$ cat src/hmp_track_to_midi_transcoder_core_defines.svh
// assertion helpers used by the transcoder emit stage
`ifndef HMP_TRACK_TO_MIDI_TRANSCODER_CORE_DEFINES_SVH
`define HMP_TRACK_TO_MIDI_TRANSCODER_CORE_DEFINES_SVH

// checked only while out of reset
`define HMP_T2M_ASSERT(label, prop, msg) \
  label: assert property (@(posedge clk_i) disable iff (!rst_ni) prop) else $error(msg);

// checked at every edge, reset included
`define HMP_T2M_ASSERT_ALWAYS(label, prop, msg) \
  label: assert property (@(posedge clk_i) prop) else $error(msg);

`endif

$ cat src/hmp_t2m_pkg.sv
`default_nettype none

package hmp_t2m_pkg;

  typedef struct packed {
    logic [7:0] in_byte;
    logic       in_last;
  } in_item_t;

  typedef struct packed {
    logic [7:0]  out_byte;
    logic        has_byte;
    logic        run_last;
    logic        done_res;
    logic [2:0]  status;
    logic [23:0] byte_count;
  } out_item_t;

  localparam int ByteCountW = 24;

  // end codes
  localparam logic [2:0] ST_RUNNING    = 3'd0;
  localparam logic [2:0] ST_END_META   = 3'd1;
  localparam logic [2:0] ST_DATA_ENDED = 3'd2;
  localparam logic [2:0] ST_BAD_DELTA  = 3'd3;
  localparam logic [2:0] ST_BAD_STATUS = 3'd4;
  localparam logic [2:0] ST_TRUNCATED  = 3'd5;

  localparam logic [7:0] META_LEAD    = 8'hFF;
  localparam logic [7:0] META_EOT     = 8'h2F;
  localparam logic [3:0] NIB_SYSTEM   = 4'hF;
  localparam logic [3:0] NIB_PROGRAM  = 4'hC;
  localparam logic [3:0] NIB_PRESSURE = 4'hD;

  // side info for one burst of results caused by one input byte
  typedef struct packed {
    logic       load;
    logic       has_byte;
    logic [2:0] status;
  } burst_ctl_t;

endpackage

`default_nettype wire

$ cat src/hmp_t2m_parse.sv
`default_nettype none

module hmp_t2m_parse #(
  parameter int MAX_DELTA_BYTES = 4
) (
  input  wire logic                                  clk_i,
  input  wire logic                                  rst_ni,
  input  wire logic                                  accept_i,
  input  wire hmp_t2m_pkg::in_item_t                 in_i,
  output hmp_t2m_pkg::burst_ctl_t                    bst_ctl_o,
  output logic [$clog2(MAX_DELTA_BYTES+1)-1:0]       bst_cnt_o,
  output logic [MAX_DELTA_BYTES-1:0][7:0]            bst_bytes_o
);
  import hmp_t2m_pkg::*;

  localparam int FillW = $clog2(MAX_DELTA_BYTES);
  localparam int CntW  = $clog2(MAX_DELTA_BYTES + 1);
  localparam int GrpN  = MAX_DELTA_BYTES - 1;

  localparam logic [2:0] PH_DELTA     = 3'd0;
  localparam logic [2:0] PH_STATUS    = 3'd1;
  localparam logic [2:0] PH_CHDATA    = 3'd2;
  localparam logic [2:0] PH_META_TYPE = 3'd3;
  localparam logic [2:0] PH_META_LEN  = 3'd4;
  localparam logic [2:0] PH_META_DATA = 3'd5;
  localparam logic [2:0] PH_DONE      = 3'd6;

  logic [2:0]            phase_q, phase_d;
  logic [GrpN-1:0][6:0]  groups_q, groups_d;  // newest group at index 0
  logic [FillW-1:0]      fill_q, fill_d;
  logic [7:0]            prev_q, prev_d;
  logic [7:0]            remain_q, remain_d;
  logic                  is_end_q, is_end_d;
  logic [2:0]            end_code_q, end_code_d;

  logic [CntW-1:0]       n_bytes;
  logic [2:0]            fin;
  logic                  complete;
  logic                  meta_done;
  logic [7:0]            remain_dec;
  logic [7:0]            b;

  always_comb begin
    b           = in_i.in_byte;
    phase_d     = phase_q;
    groups_d    = groups_q;
    fill_d      = fill_q;
    prev_d      = prev_q;
    remain_d    = remain_q;
    is_end_d    = is_end_q;
    end_code_d  = end_code_q;
    n_bytes     = '0;
    bst_bytes_o = '0;
    fin         = ST_RUNNING;
    complete    = 1'b0;
    meta_done   = 1'b0;
    remain_dec  = (remain_q == 8'd0) ? 8'd0 : remain_q - 8'd1;

    unique case (phase_q)
      PH_DELTA: begin
        if (b[7]) begin
          // terminator first, then buffered groups newest to oldest
          bst_bytes_o[0] = {fill_q != '0, b[6:0]};
          for (int k = 1; k < MAX_DELTA_BYTES; k++) begin
            bst_bytes_o[k] = {(FillW'(k) < fill_q), groups_q[k-1]};
          end
          n_bytes = CntW'(fill_q) + CntW'(1);
          fill_d  = '0;
          phase_d = PH_STATUS;
        end else if (fill_q >= FillW'(MAX_DELTA_BYTES - 1)) begin
          fin = ST_BAD_DELTA;
        end else begin
          groups_d[0] = b[6:0];
          for (int j = 1; j < GrpN; j++) begin
            groups_d[j] = groups_q[j-1];
          end
          fill_d = fill_q + FillW'(1);
        end
      end
      PH_STATUS: begin
        if (b == META_LEAD) begin
          bst_bytes_o[0] = b;
          n_bytes        = CntW'(1);
          phase_d        = PH_META_TYPE;
        end else if (!b[7] || b[7:4] == NIB_SYSTEM) begin
          fin = ST_BAD_STATUS;
        end else begin
          // running status drops a repeated channel status
          if (b != prev_q) begin
            bst_bytes_o[0] = b;
            n_bytes        = CntW'(1);
          end
          prev_d   = b;
          remain_d = (b[7:4] == NIB_PROGRAM || b[7:4] == NIB_PRESSURE) ? 8'd1 : 8'd2;
          phase_d  = PH_CHDATA;
        end
      end
      PH_CHDATA: begin
        bst_bytes_o[0] = b;
        n_bytes        = CntW'(1);
        remain_d       = remain_dec;
        if (remain_dec == 8'd0) begin
          phase_d  = PH_DELTA;
          complete = 1'b1;
        end
      end
      PH_META_TYPE: begin
        bst_bytes_o[0] = b;
        n_bytes        = CntW'(1);
        is_end_d       = (b == META_EOT);
        phase_d        = PH_META_LEN;
      end
      PH_META_LEN: begin
        bst_bytes_o[0] = b;
        n_bytes        = CntW'(1);
        remain_d       = b;
        if (b == 8'd0) begin
          meta_done = 1'b1;
        end else begin
          phase_d = PH_META_DATA;
        end
      end
      PH_META_DATA: begin
        bst_bytes_o[0] = b;
        n_bytes        = CntW'(1);
        remain_d       = remain_dec;
        if (remain_dec == 8'd0) begin
          meta_done = 1'b1;
        end
      end
      PH_DONE: begin
        fin = end_code_q;
      end
      default: begin
        fin = end_code_q;
      end
    endcase

    if (phase_q != PH_DONE) begin
      if (meta_done) begin
        if (is_end_q) begin
          fin = ST_END_META;
        end else begin
          phase_d  = PH_DELTA;
          complete = 1'b1;
        end
      end
      if (fin == ST_RUNNING && in_i.in_last) begin
        fin = complete ? ST_DATA_ENDED : ST_TRUNCATED;
      end
      if (fin != ST_RUNNING) begin
        phase_d    = PH_DONE;
        end_code_d = fin;
      end
    end

    bst_ctl_o.has_byte = (n_bytes != '0);
    bst_ctl_o.status   = fin;
    bst_ctl_o.load     = accept_i && ((n_bytes != '0) || (fin != ST_RUNNING));
    bst_cnt_o          = (n_bytes == '0) ? CntW'(1) : n_bytes;
  end

  always_ff @(posedge clk_i or negedge rst_ni) begin
    if (!rst_ni) begin
      phase_q    <= PH_DELTA;
      groups_q   <= '0;
      fill_q     <= '0;
      prev_q     <= '0;
      remain_q   <= '0;
      is_end_q   <= 1'b0;
      end_code_q <= ST_RUNNING;
    end else if (accept_i) begin
      phase_q    <= phase_d;
      groups_q   <= groups_d;
      fill_q     <= fill_d;
      prev_q     <= prev_d;
      remain_q   <= remain_d;
      is_end_q   <= is_end_d;
      end_code_q <= end_code_d;
    end
  end

endmodule

`default_nettype wire

$ cat src/hmp_t2m_emit.sv
`default_nettype none

module hmp_t2m_emit #(
  parameter int MAX_DELTA_BYTES = 4,
  parameter int COUNT_BITS      = 24
) (
  input  wire logic                                  clk_i,
  input  wire logic                                  rst_ni,
  input  wire hmp_t2m_pkg::burst_ctl_t               bst_ctl_i,
  input  wire logic [$clog2(MAX_DELTA_BYTES+1)-1:0]  bst_cnt_i,
  input  wire logic [MAX_DELTA_BYTES-1:0][7:0]       bst_bytes_i,
  output logic                                       rdy_o,
  output logic                                       out_valid_o,
  input  wire logic                                  out_stall_i,
  output hmp_t2m_pkg::out_item_t                     out_o
);
  import hmp_t2m_pkg::*;
`include "hmp_track_to_midi_transcoder_core_defines.svh"

  localparam int CntW  = $clog2(MAX_DELTA_BYTES + 1);
  localparam int WideW = (COUNT_BITS > ByteCountW) ? COUNT_BITS : ByteCountW;

  logic                             bst_vld_q;
  logic [CntW-1:0]                  bst_cnt_q;
  burst_ctl_t                       bst_ctl_q;
  logic [MAX_DELTA_BYTES-1:0][7:0]  bytes_q, bytes_shift;
  logic [COUNT_BITS-1:0]            cnt_q, cnt_d, cnt_inc;
  logic [WideW-1:0]                 cnt_wide;
  logic                             out_vld_q;
  out_item_t                        out_q, out_d;
  logic                             out_load, pop, pop_last, run_last;

  always_comb begin
    out_load = !out_vld_q || !out_stall_i;
    pop      = bst_vld_q && out_load;
    run_last = (bst_cnt_q == CntW'(1));
    pop_last = pop && run_last;
    rdy_o    = !bst_vld_q || pop_last;

    for (int j = 0; j < MAX_DELTA_BYTES - 1; j++) begin
      bytes_shift[j] = bytes_q[j+1];
    end
    bytes_shift[MAX_DELTA_BYTES-1] = '0;

    // saturating running total of emitted bytes
    cnt_inc  = (&cnt_q) ? cnt_q : cnt_q + COUNT_BITS'(1);
    cnt_d    = (pop && bst_ctl_q.has_byte) ? cnt_inc : cnt_q;
    cnt_wide = WideW'(cnt_d);

    out_d.out_byte   = bst_ctl_q.has_byte ? bytes_q[0] : 8'd0;
    out_d.has_byte   = bst_ctl_q.has_byte;
    out_d.run_last   = run_last;
    out_d.done_res   = run_last && (bst_ctl_q.status != ST_RUNNING);
    out_d.status     = run_last ? bst_ctl_q.status : ST_RUNNING;
    out_d.byte_count = cnt_wide[ByteCountW-1:0];
  end

  always_ff @(posedge clk_i or negedge rst_ni) begin
    if (!rst_ni) begin
      bst_vld_q <= 1'b0;
      bst_cnt_q <= '0;
      cnt_q     <= '0;
      out_vld_q <= 1'b0;
    end else begin
      if (bst_ctl_i.load) begin
        bst_vld_q <= 1'b1;
        bst_cnt_q <= bst_cnt_i;
      end else if (pop) begin
        bst_vld_q <= !run_last;
        bst_cnt_q <= bst_cnt_q - CntW'(1);
      end
      cnt_q <= cnt_d;
      if (out_load) begin
        out_vld_q <= pop;
      end
    end
  end

  always_ff @(posedge clk_i) begin
    if (bst_ctl_i.load) begin
      bytes_q   <= bst_bytes_i;
      bst_ctl_q <= bst_ctl_i;
    end else if (pop) begin
      bytes_q <= bytes_shift;
    end
    if (pop) begin
      out_q <= out_d;
    end
  end

  assign out_valid_o = out_vld_q;
  assign out_o       = out_q;

  `HMP_T2M_ASSERT(a_no_load_over_burst, bst_vld_q && !run_last |-> !bst_ctl_i.load, "burst overwritten before drained")
  `HMP_T2M_ASSERT(a_burst_nonempty, bst_vld_q |-> bst_cnt_q != '0, "pending burst with no results")
  `HMP_T2M_ASSERT(a_count_steps, pop && bst_ctl_q.has_byte |=> (cnt_q != $past(cnt_q)) || (&cnt_q), "byte count missed an emitted byte")
  `HMP_T2M_ASSERT_ALWAYS(a_reset_quiet, !rst_ni |=> !out_vld_q && !bst_vld_q, "activity during reset")

endmodule

`default_nettype wire

$ cat src/hmp_track_to_midi_transcoder_core.sv
// Converts an HMP track, one byte per transfer on the input channel, into the
// bytes of a Standard MIDI track on the output channel. Each input byte is decoded
// in the cycle it is accepted and its results (zero to MAX_DELTA_BYTES of them)
// are placed in a burst register, which drains one result per cycle into the
// output register while the output is not stalled. One input byte can be
// accepted every cycle unless the output stalls; a byte that closes an
// n-group delta yields n results and holds the input while the burst
// register drains. Bytes that only fill the delta buffer or repeat a running
// status produce no result unless last. Once an end status is reported every
// later byte returns a single status-only result carrying the final code.
`default_nettype none

module hmp_track_to_midi_transcoder_core #(
  parameter int MAX_DELTA_BYTES = 4,
  parameter int COUNT_BITS      = 24
) (
  input  wire logic                    clk_i,
  input  wire logic                    rst_ni,
  input  wire logic                    in_valid_i,
  output logic                         in_stall_o,
  input  wire hmp_t2m_pkg::in_item_t   in_i,
  output logic                         out_valid_o,
  input  wire logic                    out_stall_i,
  output hmp_t2m_pkg::out_item_t       out_o
);
  import hmp_t2m_pkg::*;

  localparam int CntW = $clog2(MAX_DELTA_BYTES + 1);

  logic                             rdy;
  logic                             accept;
  burst_ctl_t                       bst_ctl;
  logic [CntW-1:0]                  bst_cnt;
  logic [MAX_DELTA_BYTES-1:0][7:0]  bst_bytes;

  assign in_stall_o = !rdy;
  assign accept     = in_valid_i && rdy;

  hmp_t2m_parse #(
    .MAX_DELTA_BYTES(MAX_DELTA_BYTES)
  ) u_parse (
    .clk_i      (clk_i),
    .rst_ni     (rst_ni),
    .accept_i   (accept),
    .in_i       (in_i),
    .bst_ctl_o  (bst_ctl),
    .bst_cnt_o  (bst_cnt),
    .bst_bytes_o(bst_bytes)
  );

  hmp_t2m_emit #(
    .MAX_DELTA_BYTES(MAX_DELTA_BYTES),
    .COUNT_BITS     (COUNT_BITS)
  ) u_emit (
    .clk_i      (clk_i),
    .rst_ni     (rst_ni),
    .bst_ctl_i  (bst_ctl),
    .bst_cnt_i  (bst_cnt),
    .bst_bytes_i(bst_bytes),
    .rdy_o      (rdy),
    .out_valid_o(out_valid_o),
    .out_stall_i(out_stall_i),
    .out_o      (out_o)
  );

endmodule

`default_nettype wire
$ cat config.mk
export PLATFORM = sky130hd
export DESIGN_NAME = hmp_track_to_midi_transcoder_core
export DESIGN_NICKNAME = d
export VERILOG_FILES = /design/src/hmp_t2m_pkg.sv /design/src/hmp_t2m_parse.sv /design/src/hmp_t2m_emit.sv /design/src/hmp_track_to_midi_transcoder_core.sv
export VERILOG_INCLUDE_DIRS = /design/src /design/src/src
export SDC_FILE = /design/constraint.sdc
export NUM_CORES = 1
export LEC_CHECK = 0
export BUFFER_PORTS_ARGS = -buffer_cell sky130_fd_sc_hd__buf_4
export CAP_MARGIN = 5
export CORE_ASPECT_RATIO = 0.75
export CORE_UTILIZATION = 60
export CTS_CLUSTER_SIZE = 14
export DETAILED_ROUTE_END_ITERATION = 8
export GPL_ROUTABILITY_DRIVEN = 0
export GPL_TIMING_DRIVEN = 1
export PLACE_DENSITY = 0.89
export SKIP_LAST_GASP = 1
export SLEW_MARGIN = 20
export SYNTH_ARGS = -nofsm -noshare
export SYNTH_HDL_FRONTEND = slang
export SYNTH_SLANG_ARGS = --single-unit
$ cat constraint.sdc
create_clock -name clk_i -period 4.9 [get_ports clk_i]
set_input_delay 0.245 -clock clk_i [delete_from_list [all_inputs] [get_ports clk_i]]
set_output_delay 0.245 -clock clk_i [all_outputs]
set_load 0.02 [all_outputs]
==> run metrics <==
status finished, violations left; failing checks negative hold slack; YS warnings 0; Final Critical Period roughly 3.8 ns; PwrDens roughly 530 nW/um^2; WL/cell 18.51 um; detailed placement HPWL between 8000 and 9000 um; Tot GR Track Use around 25%; synth unique cells 66; Max stage delay on crit path 0.45 ns; Crit path buffers/inverters 3; syn avg cell area ~12 sq um; initial core utilization 61.50%; Post-CTS Hold Buffers 0; Total Nets Final between 600 and 700; WL final 13850 um; Max IR drop VDD around 0.36 mV; clk slew on worst S/H paths around 0.060 ns; n_diodes 0; Worst slew margin around a third; Die Footprint around 12000 sq um; post-layout util between 70% and 80%; slew of the pin with the lowest slew margin slightly below 1 ns; most used cell, CP buf_4; Top Usage Layer GRT met2; WP data arrival roughly 3.9 ns; GR Overflow Total 0; Hold Fails Final Rpt 10; placed cell count 717; Vias/cell 6.238; H-Tree Depth 4; vias in the first global route 4478; post-synthesis instance total about 540; Max Slew Vio Count 0; Port Buf Inserts 52; startpoint types register; CP required a little over 5 ns; Final Skew between 0.007 and 0.008 ns; Synth Net Count roughly 560; Chip Width between 100 and 150 um; CTS sink cnt between 100 and 150; Worst-Skew Late Latency between 0.4 and 0.5 ns; HP Class input port to asynchronous set/reset pin; fraction of registers with async set/reset around half; source of the critical timing path u_parse.remain_q[0]; synthesized cell area slightly below 7000 sq um; Leak about 3.3 nW; Setup violations, final 0; GR Util met1 between 30% and 40%; io pins 53; post-CTS setup buffer count 0; post-CTS sizing 0; Num CTS Buffers 17; Vias approximately 4.7k; largest net degree at the start of global routing between 70 and 80; Max Freq roughly 270 MHz; Hold Slack -0.01127 ns; WS Path Type register to register; share of cells above drive strength 1 22.86%; max cap viols 0; crit path capture type register; CTS Buffer Depth 2; TritonRoute pass-1 iters 6; EDFF count, synth 73; Crit-path slowest cell nor4b_1; most frequent cells in the layout dfrtp_1 (75), edfxtp_1 (73), buf_4 (57); CTS tree built; initial antenna violation count 0; crit path cell chain inv_1, ha_1, nor4b_1, a32oi_1, or3_4, o221a_4, o31ai_4, buf_4, nand2b_1, buf_4; Root Buffer clkbuf_16; first-pass GRT wire length ~22000 um; RR Startpoint u_parse.remain_q[0]; met3 usage under 10%; sequential area share after synthesis 60.47%; area grow syn2layout 15.71%; met2 Track Usage GR approximately two fifths; CP Max Fanout 28; Setup TNS Final 0 ns; Die H about 94 um; fin crit share between 70% and 80%; row cnt 33; ys flop type dfrtp_1; DRC 0; commonest non-fill, non-tap cell in the layout dfrtp_1; remaining antenna violation count 0; flops & latches, synth 148; CORE AREA between 10000 and 15000 sq um; CP top delay family simple AND/OR/NAND/NOR gates; 1st-iter DRT viols 568; RSZ-0062 raised after global routing no; Non-Filler Instances ~750
[registers in the layout (all words and copies together) (netlist names)]
name / cells
u_emit.bst_cnt_q: 3
u_emit.bst_ctl_q: 4
u_emit.bst_vld_q: 1
u_parse.remain_q: 8
u_emit.bytes_q: 31
u_parse.phase_q: 3
u_emit.out_o: 38
u_parse.prev_q: 8
u_emit.out_valid_o: 1
u_parse.end_code_q: 3
u_emit.cnt_q: 24
u_parse.fill_q: 2
u_parse.groups_q: 21
u_parse.is_end_q: 1
[Yosys cell counts, drive strengths merged (6+ instances only)]
cell,instances,area share (%)
dfrtp,75,28
edfxtp,73,33
nand2,38,2.1
mux2,31,5.2
o21ai,27,2.0
inv,26,1.5
xnor2,26,3.4
and2,25,2.3
nor2,21,1.2
a22o,18,2.5
clkbuf,17,0.95
nor3,15,1.1
a21oi,13,0.97
nand3,13,0.97
nand4,11,1.0
mux2i,9,1.3
ha,7,1.3
nand2b,7,0.65
xor2,7,0.91
and3,6,0.56
nor4,6,0.56
[final timing paths]
kind	depth (start not counted)	slack [ns]	end
setup / recovery	10	1.14	u_emit.bytes_q[23]
hold / removal	1	-0.01	u_parse.prev_q[1]
setup reg to reg	10	1.14	u_emit.bytes_q[23]
hold reg to reg	1	0.50	u_parse.groups_q[16]
max in group asynchronous	1	4.27	u_emit.cnt_q[3]
min in group clk_i	3	0.11	u_emit.out_valid_o
[power breakdown]
group | switching, mW | internal, mW
Combinational | 0.591 | 0.418
Sequential | 0.161 | 1.72
Clock | 0.497 | 0.706
Total | 1.25 | 2.84
[stage by stage]
step	hold slack [ns]	power, mW	area (sq um)	setup WS (ns)
finish	-0.01127	4.089	7786	1.137
global placement	0.4404	2.818	7237	1.371
CTS	0.03014	4.098	7786	1.138
global route	0.07593	4.259	7786	0.8712
floorplan	-0.05059	2.529	6729	0.8637
detailed placement	0.4542	2.887	7237	1.148
[worst register-to-register path, delay by kind of cell, from the launching register on]
family / cells / cell delay (ns)
flops: 1 / 0.42
fa+ha+maj: 1 / 0.18
buf+inv: 3 / 0.86
simple gates: 3 / 1.33
compound gates: 3 / 0.70
[layer usage]
| metal | up-vias | part of all wire (%) |
|---|---|---|
| li1 | 2097 | - |
| met1 | 2287 | 43 |
| met2 | 240 | 48 |
| met3 | 42 | 6.8 |
| met4 | 0 | 2.0 |
| met5 | - | 0 |
[final cells by class]
class	instances	area, sq um
inverters	26	97.59
well taps	140	175.2
clock inverters	13	110.1
fillers	687	3156
multi-input cells	346	2467
clock buffers	18	439.2
flip-flops and latches	148	4069
repair buffers	57	427.9
[cell families (layout without fill, tap and decap cells)]
| group | count (synthesis) | after routing | synth area share (%) |
|---|---|---|---|
| adder cells (fa/ha/maj) | 7 | 7 | 1.302 |
| flip-flops | 148 | 148 | 60.47 |
| buffers and inverters | 48 | 114 | 3.105 |
| XOR/XNOR | 33 | 33 | 4.295 |
| multiplexers | 40 | 40 | 6.527 |
| AO/OA/AOI/OAI | 96 | 96 | 10.60 |
| AND/OR/NAND/NOR | 170 | 170 | 13.70 |
No activity file was read; power rests on OpenSTA's default activity.
